**config.mk**
```make
export PLATFORM = sky130hd
export DESIGN_NAME = bank_register_mapper_with_irq_counter_flat
export DESIGN_NICKNAME = d
export VERILOG_FILES = /design/src/rtl/brmic_pkg.sv /design/src/rtl/brmic_in_if.sv /design/src/rtl/brmic_out_if.sv /design/src/rtl/brmic_regs.sv /design/src/rtl/bank_register_mapper_with_irq_counter.sv /design/src/flat_wrapper.sv
export SDC_FILE = /design/constraint.sdc
export NUM_CORES = 1
export LEC_CHECK = 0
export ABC_CLOCK_PERIOD_IN_PS = 6300
export BUFFER_PORTS_ARGS = -buffer_cell sky130_fd_sc_hd__clkbuf_2
export CORE_UTILIZATION = 60
export CTS_BUF_LIST = sky130_fd_sc_hd__clkbuf_4 sky130_fd_sc_hd__clkbuf_8
export CTS_CLUSTER_DIAMETER = 100
export DETAILED_ROUTE_END_ITERATION = 8
export MAX_ROUTING_LAYER = met4
export PLACE_DENSITY = 0.88
export RECOVER_POWER = 100
export SYNTH_ARGS = -nofsm -noshare
export SYNTH_HDL_FRONTEND = slang
export SYNTH_SLANG_ARGS = --single-unit
```
**constraint.sdc**
```tcl
create_clock -name clk -period 6.3 [get_ports clk]
set_input_delay 0 -clock clk [delete_from_list [all_inputs] [get_ports clk]]
set_output_delay 0 -clock clk [all_outputs]
set_load 0.005 [all_outputs]
```
**src/rtl/brmic_pkg.sv**
```systemverilog
// Package for the bank register mapper with interrupt counter.
// Holds the bus decode constants, command codes, item types and the window decode.
// No dependencies.
`timescale 1ns / 1ps

package brmic_pkg;

  localparam logic [15:0] PORT_MASK    = 16'hE000;
  localparam logic [15:0] PORT_COMMAND = 16'h8000;
  localparam logic [15:0] PORT_PARAM   = 16'hA000;
  localparam logic [15:0] COUNT_RELOAD = 16'hFFFF;

  localparam logic ACT_WRITE = 1'b0;
  localparam logic ACT_TICK  = 1'b1;

  localparam logic [3:0] CMD_CHR_FIRST = 4'd0;
  localparam logic [3:0] CMD_WINDOW    = 4'd8;
  localparam logic [3:0] CMD_PRG_LAST  = 4'd11;
  localparam logic [3:0] CMD_MIRROR    = 4'd12;
  localparam logic [3:0] CMD_IRQ_EN    = 4'd13;
  localparam logic [3:0] CMD_COUNT_LO  = 4'd14;
  localparam logic [3:0] CMD_COUNT_HI  = 4'd15;

  localparam int NUM_SLOTS = 12;

  localparam logic [1:0] WIN_ROM  = 2'd0;
  localparam logic [1:0] WIN_OPEN = 2'd1;
  localparam logic [1:0] WIN_RAM  = 2'd2;

  typedef struct packed {
    logic        action;
    logic [15:0] address;
    logic [7:0]  data;
    logic [7:0]  cycles;
  } in_item_t;

  typedef struct packed {
    logic        bank_written;
    logic [3:0]  bank_slot;
    logic [7:0]  bank_value;
    logic [1:0]  mirror_mode;
    logic [1:0]  window_mode;
    logic        irq_fired;
    logic        irq_enabled;
    logic [15:0] irq_counter;
  } res_t;

  // Bit 6 clear maps ROM; bit 6 set maps RAM when bit 7 is set, else open bus.
  function automatic logic [1:0] window_decode(input logic [7:0] w);
    logic [1:0] mode;
    if (!w[6]) begin
      mode = WIN_ROM;
    end else if (w[7]) begin
      mode = WIN_RAM;
    end else begin
      mode = WIN_OPEN;
    end
    return mode;
  endfunction

endpackage

```
**src/rtl/brmic_in_if.sv**
```systemverilog
// Input channel of the mapper: one bus write or cycle tick per transfer.
// Standalone interface with source and sink modports; no dependencies.
`timescale 1ns / 1ps

interface brmic_in_if;
  logic        valid;
  logic        ready;
  logic        action;
  logic [15:0] address;
  logic [7:0]  data;
  logic [7:0]  cycles;

  modport source (output valid, action, address, data, cycles, input ready);
  modport sink (input valid, action, address, data, cycles, output ready);
endinterface

```
**src/rtl/brmic_out_if.sv**
```systemverilog
// Result channel of the mapper: one result per accepted input transfer.
// Standalone interface with source and sink modports; no dependencies.
`timescale 1ns / 1ps

interface brmic_out_if;
  logic        valid;
  logic        ready;
  logic        bank_written;
  logic [3:0]  bank_slot;
  logic [7:0]  bank_value;
  logic [1:0]  mirror_mode;
  logic [1:0]  window_mode;
  logic        irq_fired;
  logic        irq_enabled;
  logic [15:0] irq_counter;

  modport source (output valid, bank_written, bank_slot, bank_value, mirror_mode,
                  window_mode, irq_fired, irq_enabled, irq_counter, input ready);
  modport sink (input valid, bank_written, bank_slot, bank_value, mirror_mode,
                window_mode, irq_fired, irq_enabled, irq_counter, output ready);
endinterface

```
**src/rtl/brmic_regs.sv**
```systemverilog
// Mapper register file, command decode and interrupt counter.
// Updates its state on one item when upd is high and gives the result of that item.
// Depends on brmic_pkg.
`timescale 1ns / 1ps

module brmic_regs (
  input  logic              clk,
  input  logic              rst,
  input  logic              upd,
  input  brmic_pkg::in_item_t item,
  output brmic_pkg::res_t   res
);

  logic [3:0]  command;
  logic [3:0]  command_next;
  logic [7:0]  banks [brmic_pkg::NUM_SLOTS];
  logic [7:0]  banks_next [brmic_pkg::NUM_SLOTS];
  logic [1:0]  mirroring;
  logic [1:0]  mirroring_next;
  logic        irq_en;
  logic        irq_en_next;
  logic [15:0] irq_count;
  logic [15:0] irq_count_next;
  logic        written;
  logic        fired;

  always_comb begin
    command_next   = command;
    banks_next     = banks;
    mirroring_next = mirroring;
    irq_en_next    = irq_en;
    irq_count_next = irq_count;
    written        = 1'b0;
    fired          = 1'b0;
    if (item.action == brmic_pkg::ACT_WRITE) begin
      if ((item.address & brmic_pkg::PORT_MASK) == brmic_pkg::PORT_COMMAND) begin
        command_next = item.data[3:0];
      end else if ((item.address & brmic_pkg::PORT_MASK) == brmic_pkg::PORT_PARAM) begin
        unique case (command) inside
          [brmic_pkg::CMD_CHR_FIRST:brmic_pkg::CMD_PRG_LAST]: begin
            banks_next[command] = item.data;
            written             = 1'b1;
          end
          brmic_pkg::CMD_MIRROR: begin
            mirroring_next = item.data[1:0];
          end
          brmic_pkg::CMD_IRQ_EN: begin
            irq_en_next = (item.data != 8'd0);
          end
          brmic_pkg::CMD_COUNT_LO: begin
            irq_count_next = {irq_count[15:8], item.data};
          end
          brmic_pkg::CMD_COUNT_HI: begin
            irq_count_next = {item.data, irq_count[7:0]};
          end
          default: begin
          end
        endcase
      end
    end else if (irq_en) begin
      if ({8'd0, item.cycles} >= irq_count) begin
        fired          = 1'b1;
        irq_en_next    = 1'b0;
        irq_count_next = brmic_pkg::COUNT_RELOAD;
      end else begin
        irq_count_next = irq_count - {8'd0, item.cycles};
      end
    end
  end

  always_comb begin
    res.bank_written = written;
    res.bank_slot    = written ? command : 4'd0;
    res.bank_value   = written ? item.data : 8'd0;
    res.mirror_mode  = mirroring_next;
    res.window_mode  = brmic_pkg::window_decode(banks_next[brmic_pkg::CMD_WINDOW]);
    res.irq_fired    = fired;
    res.irq_enabled  = irq_en_next;
    res.irq_counter  = irq_count_next;
  end

  always_ff @(posedge clk) begin
    if (rst) begin
      command   <= 4'd0;
      mirroring <= 2'd0;
      irq_en    <= 1'b0;
      irq_count <= 16'd0;
      for (int i = 0; i < brmic_pkg::NUM_SLOTS; i++) begin
        banks[i] <= 8'd0;
      end
    end else if (upd) begin
      command   <= command_next;
      mirroring <= mirroring_next;
      irq_en    <= irq_en_next;
      irq_count <= irq_count_next;
      banks     <= banks_next;
    end
  end

  a_fire_reload: assert property (@(posedge clk) disable iff (rst)
    upd && res.irq_fired |=> !irq_en && irq_count == brmic_pkg::COUNT_RELOAD)
    else $error("interrupt did not disable and reload the counter");

  a_hold_when_idle: assert property (@(posedge clk) disable iff (rst)
    !upd |=> $stable(irq_count) && $stable(irq_en) && $stable(command)
             && $stable(mirroring))
    else $error("mapper state changed without an item");

  a_fire_needs_tick: assert property (@(posedge clk) disable iff (rst)
    res.irq_fired |-> item.action == brmic_pkg::ACT_TICK && irq_en)
    else $error("interrupt raised outside an enabled tick");

  a_bank_needs_write: assert property (@(posedge clk) disable iff (rst)
    res.bank_written |-> item.action == brmic_pkg::ACT_WRITE
                         && res.bank_slot <= brmic_pkg::CMD_PRG_LAST)
    else $error("bank write flagged on a tick or an invalid slot");

endmodule

```
**src/rtl/bank_register_mapper_with_irq_counter.sv**
```systemverilog
// Top level of the bank register mapper with interrupt counter.
// Input register, brmic_regs update stage and result register.
// Depends on brmic_pkg, brmic_in_if, brmic_out_if and brmic_regs.
//
//   Port     Direction  Moves
//   bus      sink       bus write or cycle tick (action, address, data, cycles)
//   result   source     bank write, mirroring, window mode, interrupt status
//
// One transfer per cycle unless the result stalls; path: input then result register.
// The state update happens when an item leaves the input register for the result
// register, so each item sees the state that all earlier items left.
// A stalled result holds the result register and then the input register.
// Synchronous reset clears the mapper state and both valid flags.
`timescale 1ns / 1ps

module bank_register_mapper_with_irq_counter (
  input  logic          clk,
  input  logic          rst,
  brmic_in_if.sink      bus,
  brmic_out_if.source   result
);

  logic                s1_valid;
  brmic_pkg::in_item_t s1_item;
  logic                out_valid;
  brmic_pkg::res_t     out_item;
  brmic_pkg::res_t     res;
  logic                advance;

  assign advance   = s1_valid && (!out_valid || result.ready);
  assign bus.ready = !s1_valid || advance;

  always_ff @(posedge clk) begin
    if (rst) begin
      s1_valid <= 1'b0;
    end else if (bus.ready) begin
      s1_valid <= bus.valid;
    end
  end

  always_ff @(posedge clk) begin
    if (bus.ready && bus.valid) begin
      s1_item.action  <= bus.action;
      s1_item.address <= bus.address;
      s1_item.data    <= bus.data;
      s1_item.cycles  <= bus.cycles;
    end
  end

  brmic_regs u_regs (
    .clk  (clk),
    .rst  (rst),
    .upd  (advance),
    .item (s1_item),
    .res  (res)
  );

  always_ff @(posedge clk) begin
    if (rst) begin
      out_valid <= 1'b0;
    end else if (advance) begin
      out_valid <= 1'b1;
    end else if (result.ready) begin
      out_valid <= 1'b0;
    end
  end

  always_ff @(posedge clk) begin
    if (advance) begin
      out_item <= res;
    end
  end

  assign result.valid        = out_valid;
  assign result.bank_written = out_item.bank_written;
  assign result.bank_slot    = out_item.bank_slot;
  assign result.bank_value   = out_item.bank_value;
  assign result.mirror_mode  = out_item.mirror_mode;
  assign result.window_mode  = out_item.window_mode;
  assign result.irq_fired    = out_item.irq_fired;
  assign result.irq_enabled  = out_item.irq_enabled;
  assign result.irq_counter  = out_item.irq_counter;

endmodule

```
**src/flat_wrapper.sv**
```systemverilog
// flat-port wrapper written by rule: the top's interface ports become plain ports
module bank_register_mapper_with_irq_counter_flat 
  (clk, rst, bus_valid, bus_action, bus_address, bus_data, bus_cycles, bus_ready, result_valid, result_bank_written, result_bank_slot, result_bank_value, result_mirror_mode, result_window_mode, result_irq_fired, result_irq_enabled, result_irq_counter, result_ready);
  brmic_in_if bus_i ();
  brmic_out_if result_i ();
  input  logic clk;
  input  logic rst;
  input wire logic [$bits(bus_i.valid)-1:0] bus_valid;
  input wire logic [$bits(bus_i.action)-1:0] bus_action;
  input wire logic [$bits(bus_i.address)-1:0] bus_address;
  input wire logic [$bits(bus_i.data)-1:0] bus_data;
  input wire logic [$bits(bus_i.cycles)-1:0] bus_cycles;
  output wire logic [$bits(bus_i.ready)-1:0] bus_ready;
  output wire logic [$bits(result_i.valid)-1:0] result_valid;
  output wire logic [$bits(result_i.bank_written)-1:0] result_bank_written;
  output wire logic [$bits(result_i.bank_slot)-1:0] result_bank_slot;
  output wire logic [$bits(result_i.bank_value)-1:0] result_bank_value;
  output wire logic [$bits(result_i.mirror_mode)-1:0] result_mirror_mode;
  output wire logic [$bits(result_i.window_mode)-1:0] result_window_mode;
  output wire logic [$bits(result_i.irq_fired)-1:0] result_irq_fired;
  output wire logic [$bits(result_i.irq_enabled)-1:0] result_irq_enabled;
  output wire logic [$bits(result_i.irq_counter)-1:0] result_irq_counter;
  input wire logic [$bits(result_i.ready)-1:0] result_ready;
  assign bus_i.valid = bus_valid;
  assign bus_i.action = bus_action;
  assign bus_i.address = bus_address;
  assign bus_i.data = bus_data;
  assign bus_i.cycles = bus_cycles;
  assign bus_ready = bus_i.ready;
  assign result_valid = result_i.valid;
  assign result_bank_written = result_i.bank_written;
  assign result_bank_slot = result_i.bank_slot;
  assign result_bank_value = result_i.bank_value;
  assign result_mirror_mode = result_i.mirror_mode;
  assign result_window_mode = result_i.window_mode;
  assign result_irq_fired = result_i.irq_fired;
  assign result_irq_enabled = result_i.irq_enabled;
  assign result_irq_counter = result_i.irq_counter;
  assign result_i.ready = result_ready;
  bank_register_mapper_with_irq_counter u_core (.clk(clk), .rst(rst), .bus(bus_i), .result(result_i));
endmodule
```
# Yosys cells after proc, flatten, opt, wreduce, memory -nomap -nowiden
# Cells that the tools add are included.
[word_totals]
ff_bits = 189
input_bits = 37
out_inout_bits = 37
elab_cells = 90
[op_classes]
addsub = 1
n_lt_le_gt_ge = 5
n_eq_ne = 6
muxes = 31
bitwise = 3
reduce_logical = 13
[ops]
columns = ["cell", "n"]
rows = [
  ["$mux W32", 4],
  ["$bwmux W96", 1],
  ["$mux W16", 5],
  ["$demux W8 S4", 1],
  ["$pmux W16 S2", 1],
  ["$eq A4 B4 Y1 const B", 4],
  ["$ge A8 B16 Y1", 1],
  ["$sub A16 B8 Y16", 1],
  ["$mux W1", 13],
  ["$mux W2", 5],
  ["$mux W8", 1],
  ["$reduce_bool A8 Y1", 1],
  ["$eq A3 B3 Y1 const B", 2],
  ["$ge A5 B5 Y1 const B", 1],
  ["$lt A5 B1 Y1 const B", 1],
  ["$not A4 Y5", 1],
  ["$reduce_and A5 Y1", 1],
  ["$ge A4 B1 Y1 const B", 1],
  ["$le A4 B4 Y1 const B", 1],
  ["$logic_and A1 B1 Y1", 4],
  ["$reduce_and A3 Y1", 1],
  ["$logic_not A1 Y1", 2],
  ["$logic_or A1 B1 Y1", 2],
  ["$not A1 Y1", 2],
  ["other kinds (2)", 2],
]

# Depth between registers and ports, before layout
# Gate-level depths: netlist of run 1.
[depth]
ltp_word = 11
depth_mapped = 11
depth_no_buf = 10

# By module
# Synthesis of run 1 repeated with hierarchy kept, for this count alone.
[hier_totals]
cells_unflattened = 396
area_unflattened_um2 = 4513.1
[modules_own_cells]
columns = ["module", "n_inst", "cells_each", "area_each_um2", "seq_area_each_um2"]
rows = [
  ["brmic_regs", 1, 318, 2367.3, 500.5],
  ["bank_register_mapper_with_irq_counter", 1, 78, 2145.8, 2082.0],
]

# Least setup slack after synthesis of run 1
# Ideal clock, no wire load.
[synth_path]
path_kind = "reg2reg"
startpoint = "reg u_core.out_valid, in the netlist u_core.result.valid"
endpoint = "reg u_core.u_regs.irq_count[13]"
setup_time_ns = 0.133
t_arrival_ns = 2.301
t_required_ns = 6.167
slack_ns = 3.866
path_stages_with_launch = 8
cell_sequence = "dfxtp_1 > nand2b_1 > nand2_1 > inv_1 > clkbuf_1 > clkbuf_1 > nand4_1 > nor3b_1"
[synth_between]
elab_chain_cells = 3
[synth_rtl]
columns = ["item", "line", "source"]
rows = [
  ["start, declared", "bank_register_mapper_with_irq_counter.sv:25", "logic out_valid;"],
  ["start signal, assigned", "bank_register_mapper_with_irq_counter.sv:60", "out_valid <= 1'b0;"],
  ["start signal, assigned", "bank_register_mapper_with_irq_counter.sv:62", "out_valid <= 1'b1;"],
  ["start signal, assigned", "bank_register_mapper_with_irq_counter.sv:64", "out_valid <= 1'b0;"],
  ["$logic_not A1 Y1", "bank_register_mapper_with_irq_counter.sv:30", "assign advance = s1_valid && (!out_valid || result.ready);"],
  ["$logic_or A1 B1 Y1", "bank_register_mapper_with_irq_counter.sv:30", ""],
  ["$logic_and A1 B1 Y1", "bank_register_mapper_with_irq_counter.sv:30", ""],
  ["net u_core.advance", "bank_register_mapper_with_irq_counter.sv:28", "logic advance;"],
  ["end signal, assigned", "brmic_regs.sv:95", "irq_count <= irq_count_next;"],
  ["end, declared", "brmic_regs.sv:22", "logic [15:0] irq_count;"],
]
# The timed path passes the listed nets, and every way through them passes these cells.
# A chain may end at the register's enable or synchronous reset.

# Worst setup path in the final report of run 1
[layout_path]
startpoint = "reg u_core.out_valid, in the netlist u_core.result.valid"
endpoint = "reg u_core.u_regs.irq_count[0]"
[layout_between]
elab_chain_cells = 3
[layout_rtl]
columns = ["item", "line"]
rows = [
  ["$logic_not A1 Y1", "bank_register_mapper_with_irq_counter.sv:30"],
  ["$logic_or A1 B1 Y1", "bank_register_mapper_with_irq_counter.sv:30"],
  ["$logic_and A1 B1 Y1", "bank_register_mapper_with_irq_counter.sv:30"],
]
# No other way between the ends.

==> results of run 1 <==
-- worst max-delay path, stage by stage, from the launching register on --
cell and delay [ns]:
dfxtp_1 0.34, nand2b_1 0.07, nand2_1 0.47, inv_1 1.63, o21ai_0 0.50, a22oi_1 0.31, nor2_1 0.06, a31o_2 0.23
-- sequential cells by signal (all words and copies together) (netlist names), 4 cells and up --
name / flops
u_core.result.bank_slot: 4
u_core.result.bank_value: 8
u_core.result.irq_counter: 16
u_core.s1_item: 20
u_core.u_regs.command: 4
u_core.u_regs.irq_count: 16
-- worst max path at each step --
stage                                                          end  slack (ns)  cells past startpoint
final                      u_core.u_regs.irq_count[0]$_SDFFE_PP0P_        2.59                      7
after global routing       u_core.u_regs.irq_count[0]$_SDFFE_PP0P_        2.27                      7
after CTS                   u_core.result.irq_counter[7]$_DFFE_PP_        3.36                     10
after detailed placement    u_core.result.irq_counter[7]$_DFFE_PP_        3.36                     10
after global placement      u_core.result.irq_counter[7]$_DFFE_PP_        3.53                     10
after floorplan           u_core.u_regs.irq_count[13]$_SDFFE_PP0P_        3.87                      7
-- stage by stage --
step | cell area [µm²] | utilization [%]
2_1_floorplan | 4190 | -
3_3_place_gp | 4530 | 67.1
3_5_place_dp | 4530 | 67.1
4_1_cts | 4930 | 72.9
5_1_grt | 4900 | 72.6
6_report | 4900 | 72.6
-- layout make-up --
class	instances	area share, %
sequential	82	44.7
multi-input combinational	282	37.8
timing repair buffer	84	10.6
clock buffer	9	2.53
tap	80	2.04
inverter	16	1.22
clock inverter	7	1.05
-- routing by layer --
metal | global-route usage, % | part of all wire (%)
met2 | 46.0 | 48
met5 | - | 0
met3 | 6.16 | 7.8
met1 | 34.2 | 41
met4 | 15.0 | 3.2
-- where the power goes --
group	switching, µW	leakage, µW	internal [µW]
clock	205	0.0000864	146
sequential	19.6	0.000742	599
combinational	77.2	0.00108	56.6
total	302	0.00191	802
-- cells in the mapped netlist, drive strengths merged, types with 5 or more instances --
master | n | area share, %
a211oi | 6 | 1.2
a21oi | 25 | 3.0
a31oi | 5 | 0.75
and2 | 18 | 2.7
and3 | 7 | 1.1
clkbuf | 14 | 1.3
dfxtp | 27 | 13
edfxtp | 55 | 39
ha | 8 | 2.4
inv | 15 | 1.3
mux2 | 5 | 1.3
mux2i | 13 | 3.1
nand2 | 29 | 2.8
nand2b | 6 | 0.90
nand3 | 8 | 0.96
nor2 | 41 | 3.8
nor3 | 10 | 1.6
nor4 | 6 | 1.3
o21a | 5 | 0.90
o21ai | 24 | 3.0
o22ai | 9 | 1.3
-- timing repair --
item | in CTS | in global routing
buffers inserted | 0 | 0
hold buffers | 22 | 0
endpoints found under the hold margin | 22 | 0
-- cells by family (layout without fill, tap and decap cells) --
family          after synthesis  after routing  synth area share [%]
simple gates                144            144                  18.8
compound gates              104            104                  16.9
flops                        82             82                  52.4
buf+inv                      34            116                  3.14
mux                          18             18                  4.45
fa+ha+maj                     9              9                  2.87
xor+xnor                      7              7                  1.46
==> run_results.csv, run 1 <==
group,metric,value,unit
outcome,status,"finished, violations left",
outcome,violations,"DRC, capacitance limit, slew limit",
global_route,grt_start_max_net_pins,56,
yosys,syn-num-nets,444,
setup_path,path_class,"flip-flop to flip-flop",
setup_path,startpoint,"u_core.result.valid$_SDFFE_PP0P_",
yosys,synthesis.area,0.00419,mm²
clock_tree,cts_htree_levels,3,
sta,maxSlewHeadroom,-31.6,%
setup_path,r2r_cells,7,
min_path,worstHoldStart,"rst",
global_route,grt_pass1_vias,3166,
power_and_ir_drop,ir_worst_vdd,0.192,mV
yosys,synth_cells,398,
die,core_region_area,0.00676,mm²
finish,layout_commonest_cell,"edfxtp_1",
clock_tree,cts.sinks,82,
yosys,ys.flop_type,"edfxtp_1",
clock_tree,clock_latency,0.36,ns
sta,min_period_over_period,58.8,%
finish,fillers,495,
place,dpl_worst_slack,3.36,ns
finish,drive_above_1_share,19.0,%
yosys,ys_async_sr_fraction,0,%
setup_path,end_kind,"flip-flop",
finish,antenna_cells,0,
sta,setup_tns,0,ns
route,drc_errors,1,
die,start_util,62.0,%
route,post_drt_wl_per_cell,17.5,µm
sta,drv_slew,56,
die,die_height,85.5,µm
sta,finalHoldViolCount,0,
finish,fin_nets,521,
global_route,grt-ovfl-total,0,
clock_tree,cts_tree,"yes",
min_path,hold_depth,2,
sta,fin_hold_ws,0.233,ns
yosys,seq_area_frac_synth,52.4,%
place,finalWeightedCongestion,0.887,
power_and_ir_drop,power.density,225,mW/mm²
finish,multi_input_area,0.00186,mm²
power_and_ir_drop,finalPower,1100,µW
global_route,antenna_found_initial,0,
min_path,hold_path_end,"u_core.u_regs.irq_count[6]$_SDFFE_PP0P_",
sta,fmax,270,MHz
finish,area_growth,17.2,%
setup_path,startpoint_type,"flip-flop",
sta,post-route-min-period,3.71,ns
yosys,ys_warn_count,0,
finish,final_cell_mix,"edfxtp_1, clkbuf_2, nor2_1",
global_route,grtUsageTotal,28.7,%
die,rows,30,
setup_path,reg2reg_from,"u_core.result.valid$_SDFFE_PP0P_",
route,drt_iter0_markers,358,
global_route,grt_pass1_wl,15400,µm
min_path,hold_class,"primary input to flip-flop",
yosys,synth-edff-count,55,
route,via_count,3481,
clock_tree,cts.clk_slew.worst_paths,0.09,ns
yosys,ys_types,72,
finish,stdcell_count,560,
place,port_buffers,60,
yosys,ys_ff_latch,82,
die,ios,74,
place,dp.final_hpwl,6430,µm
route,drtPass1Iterations,7,
setup_path,cp.arrival,3.97,ns
sta,finalSetupViolations,0,
clock_tree,numCtsBuffers,9,
sta,skew,0.0112,ns
die,dieWidth,85.5,µm
sta,setup_slack,2.59,ns
sta,tightest_slew,1.97,ns
route,wl,9780,µm
sta,rsz0062_at_grt,"false",
clock_tree,clock_tree.root_cell,"clkbuf_8",
route,vias_per_cell,6.22,
setup_path,crit_required,6.56,ns
die,die_area,0.00732,mm²
yosys,synth.avg_cell_area,10.5,µm²
clock_tree,cts_resized,0,
flow_run,cap_violations,1,
route,drtAntennaViolNets,0,
setup_path,path_max_fanout,55,
setup_path,reg2reg_setup_slack,2.59,ns
finish,seq_area,0.00219,mm²
setup_path,reg2reg_to,"u_core.u_regs.irq_count[0]$_SDFFE_PP0P_",
power_and_ir_drop,p_leak,0.00191,µW
place,placed_cells,522,
clock_tree,clockBufferDepth,2,
Power figures use the tool's default switching activity.
==> inputs of run 2 (changes only) <==
--- a/config.mk
+++ b/config.mk
@@ -5,14 +5,14 @@
 export SDC_FILE = /design/constraint.sdc
 export NUM_CORES = 1
 export LEC_CHECK = 0
-export ABC_CLOCK_PERIOD_IN_PS = 6300
+export ABC_CLOCK_PERIOD_IN_PS = 3000
 export BUFFER_PORTS_ARGS = -buffer_cell sky130_fd_sc_hd__clkbuf_2
-export CORE_UTILIZATION = 60
+export CORE_UTILIZATION = 52
 export CTS_BUF_LIST = sky130_fd_sc_hd__clkbuf_4 sky130_fd_sc_hd__clkbuf_8
 export CTS_CLUSTER_DIAMETER = 100
 export DETAILED_ROUTE_END_ITERATION = 8
 export MAX_ROUTING_LAYER = met4
-export PLACE_DENSITY = 0.88
+export PLACE_DENSITY = 0.81
 export RECOVER_POWER = 100
 export SYNTH_ARGS = -nofsm -noshare
 export SYNTH_HDL_FRONTEND = slang
==> constraint.sdc (replaced) <==
create_clock -name clk -period 3 [get_ports clk]
set_input_delay 0 -clock clk [delete_from_list [all_inputs] [get_ports clk]]
set_output_delay 0 -clock clk [all_outputs]
set_load 0.005 [all_outputs]
==> run_results.csv, run 2 (same netlist as run 1, synthesis figures left out) <==
group,metric,value,unit
outcome,status,"finished, violations left",
outcome,violations,"capacitance limit, slew limit",
clock_tree,numCtsBuffers,9,
power_and_ir_drop,p_leak,0.00193,µW
global_route,grt_pass1_vias,3174,
place,dp.final_hpwl,6560,µm
global_route,grtUsageTotal,24.5,%
sta,fmax,381,MHz
min_path,hold_class,"primary input to flip-flop",
sta,setup_tns,0,ns
sta,post-route-min-period,2.62,ns
finish,stdcell_count,587,
die,rows,32,
sta,tightest_slew,1.63,ns
power_and_ir_drop,power.density,479,mW/mm²
finish,antenna_cells,0,
flow_run,cap_violations,1,
die,ios,74,
global_route,grt_pass1_wl,15500,µm
route,drtAntennaViolNets,0,
place,placed_cells,549,
setup_path,critPathMaxStageDelay,0.42,ns
setup_path,critPathSlowestCell,"fa_1",
sta,finalHoldViolCount,0,
setup_path,crit_buf_inv,2,
setup_path,cp.arrival,2.88,ns
setup_path,crit_top_cell,"inv_1",
die,dieWidth,91.7,µm
setup_path,cp_cell_sequence,"inv_1 > ha_1 > inv_1 > fa_1 > a211oi_1 > nor3_1 > o21ai_2 > and3_1 > a311oi_1 > o41ai_2",
place,finalWeightedCongestion,0.960,
clock_tree,cts_tree,"yes",
clock_tree,clock_latency,0.36,ns
clock_tree,cts.clk_slew.worst_paths,0.09,ns
sta,drv_slew,35,
die,die_height,91.7,µm
clock_tree,clockBufferDepth,2,
die,die_area,0.00841,mm²
setup_path,path_max_fanout,5,
place,port_buffers,60,
route,via_count,3441,
setup_path,cpLargestDelayFamily,"compound AO/OA/AOI/OAI gates",
sta,min_period_over_period,87.5,%
setup_path,startpoint_type,"flip-flop",
route,drtPass1Iterations,4,
finish,layout_commonest_cell,"edfxtp_1",
clock_tree,cts.sinks,82,
setup_path,path_class,"flip-flop to flip-flop",
setup_path,crit_required,3.25,ns
route,vias_per_cell,5.86,
sta,maxSlewHeadroom,-8.77,%
finish,top_register,"u_core.s1_item",
route,wl,9560,µm
place,dpl_worst_slack,0.239,ns
finish,fin_nets,526,
route,drc_errors,0,
clock_tree,cts_htree_levels,3,
route,drt_iter0_markers,247,
clock_tree,clock_tree.root_cell,"clkbuf_8",
finish,largest_reg_flops,20,
sta,skew,0.0162,ns
global_route,antenna_found_initial,0,
route,post_drt_wl_per_cell,16.3,µm
finish,drive_above_1_share,19.0,%
setup_path,end_kind,"flip-flop",
global_route,grt-ovfl-total,0,
sta,setup_slack,0.375,ns
global_route,grt_start_max_net_pins,35,
finish,area_growth,19.2,%
die,start_util,53.9,%
sta,rsz0062_at_grt,"false",
die,core_region_area,0.00777,mm²
power_and_ir_drop,ir_worst_vdd,0.237,mV
sta,finalSetupViolations,0,
finish,final_cell_mix,"edfxtp_1, clkbuf_2, nor2_1",
[run 2: final cells by class]
cell class	count	area (µm²)
Inverter	16	60.1
Multi-Input combinational cell	282	1860
Clock buffer	10	131
Fill cell	634	2780
Clock inverter	6	66.3
Timing Repair Buffer	89	552
Tap cell	102	128
Sequential cell	82	2190
[run 2: per-stage QoR]
step	utilization, %	hold slack [ns]	total power [µW]	cell area [µm²]
floorplan	-	0.0989	1490	4190
global placement	59.3	0.177	1580	4610
detailed placement	59.3	0.179	1590	4610
CTS	64.7	0.217	2400	5030
global route	64.2	0.234	2470	4990
finish	64.2	0.217	2390	4990
[run 2: power breakdown]
| group | leakage [µW] | total [µW] | internal, µW | switching [µW] |
|---|---|---|---|---|
| Sequential | 0.000742 | 1300 | 1260 | 44.1 |
| Clock | 0.0000944 | 804 | 397 | 407 |
| Combinational | 0.00109 | 283 | 121 | 161 |
| Total | 0.00193 | 2390 | 1780 | 612 |
[run 2: metal layers]
metal,track usage (%),vias to the layer above,routed length (µm)
li1,-,1649,-
met1,29.3,1620,4000
met2,40.9,146,4620
met3,4.56,26,655
met4,10.4,0,284
met5,-,-,0
[run 2: final timing paths]
check,start,end,slack [ns],cells after the start
hold / removal,rst,u_core.u_regs.banks[30]$_SDFFE_PP0P_,0.22,2
hold reg to reg,u_core.u_regs.mirroring[1]$_SDFFE_PP0P_,u_core.u_regs.mirroring[1]$_SDFFE_PP0P_,0.46,2
setup / recovery,u_core.u_regs.irq_count[0]$_SDFFE_PP0P_,u_core.u_regs.irq_count[10]$_SDFFE_PP0P_,0.38,10
setup reg to reg,u_core.u_regs.irq_count[0]$_SDFFE_PP0P_,u_core.u_regs.irq_count[10]$_SDFFE_PP0P_,0.38,10
[run 2: timing repair]
item                                   CTS  global route
hold buffers                            22             0
endpoints found under the hold margin   22             0
setup buffers                            0             0
setup endpoints to repair                0             2
gates resized for setup                  0             1
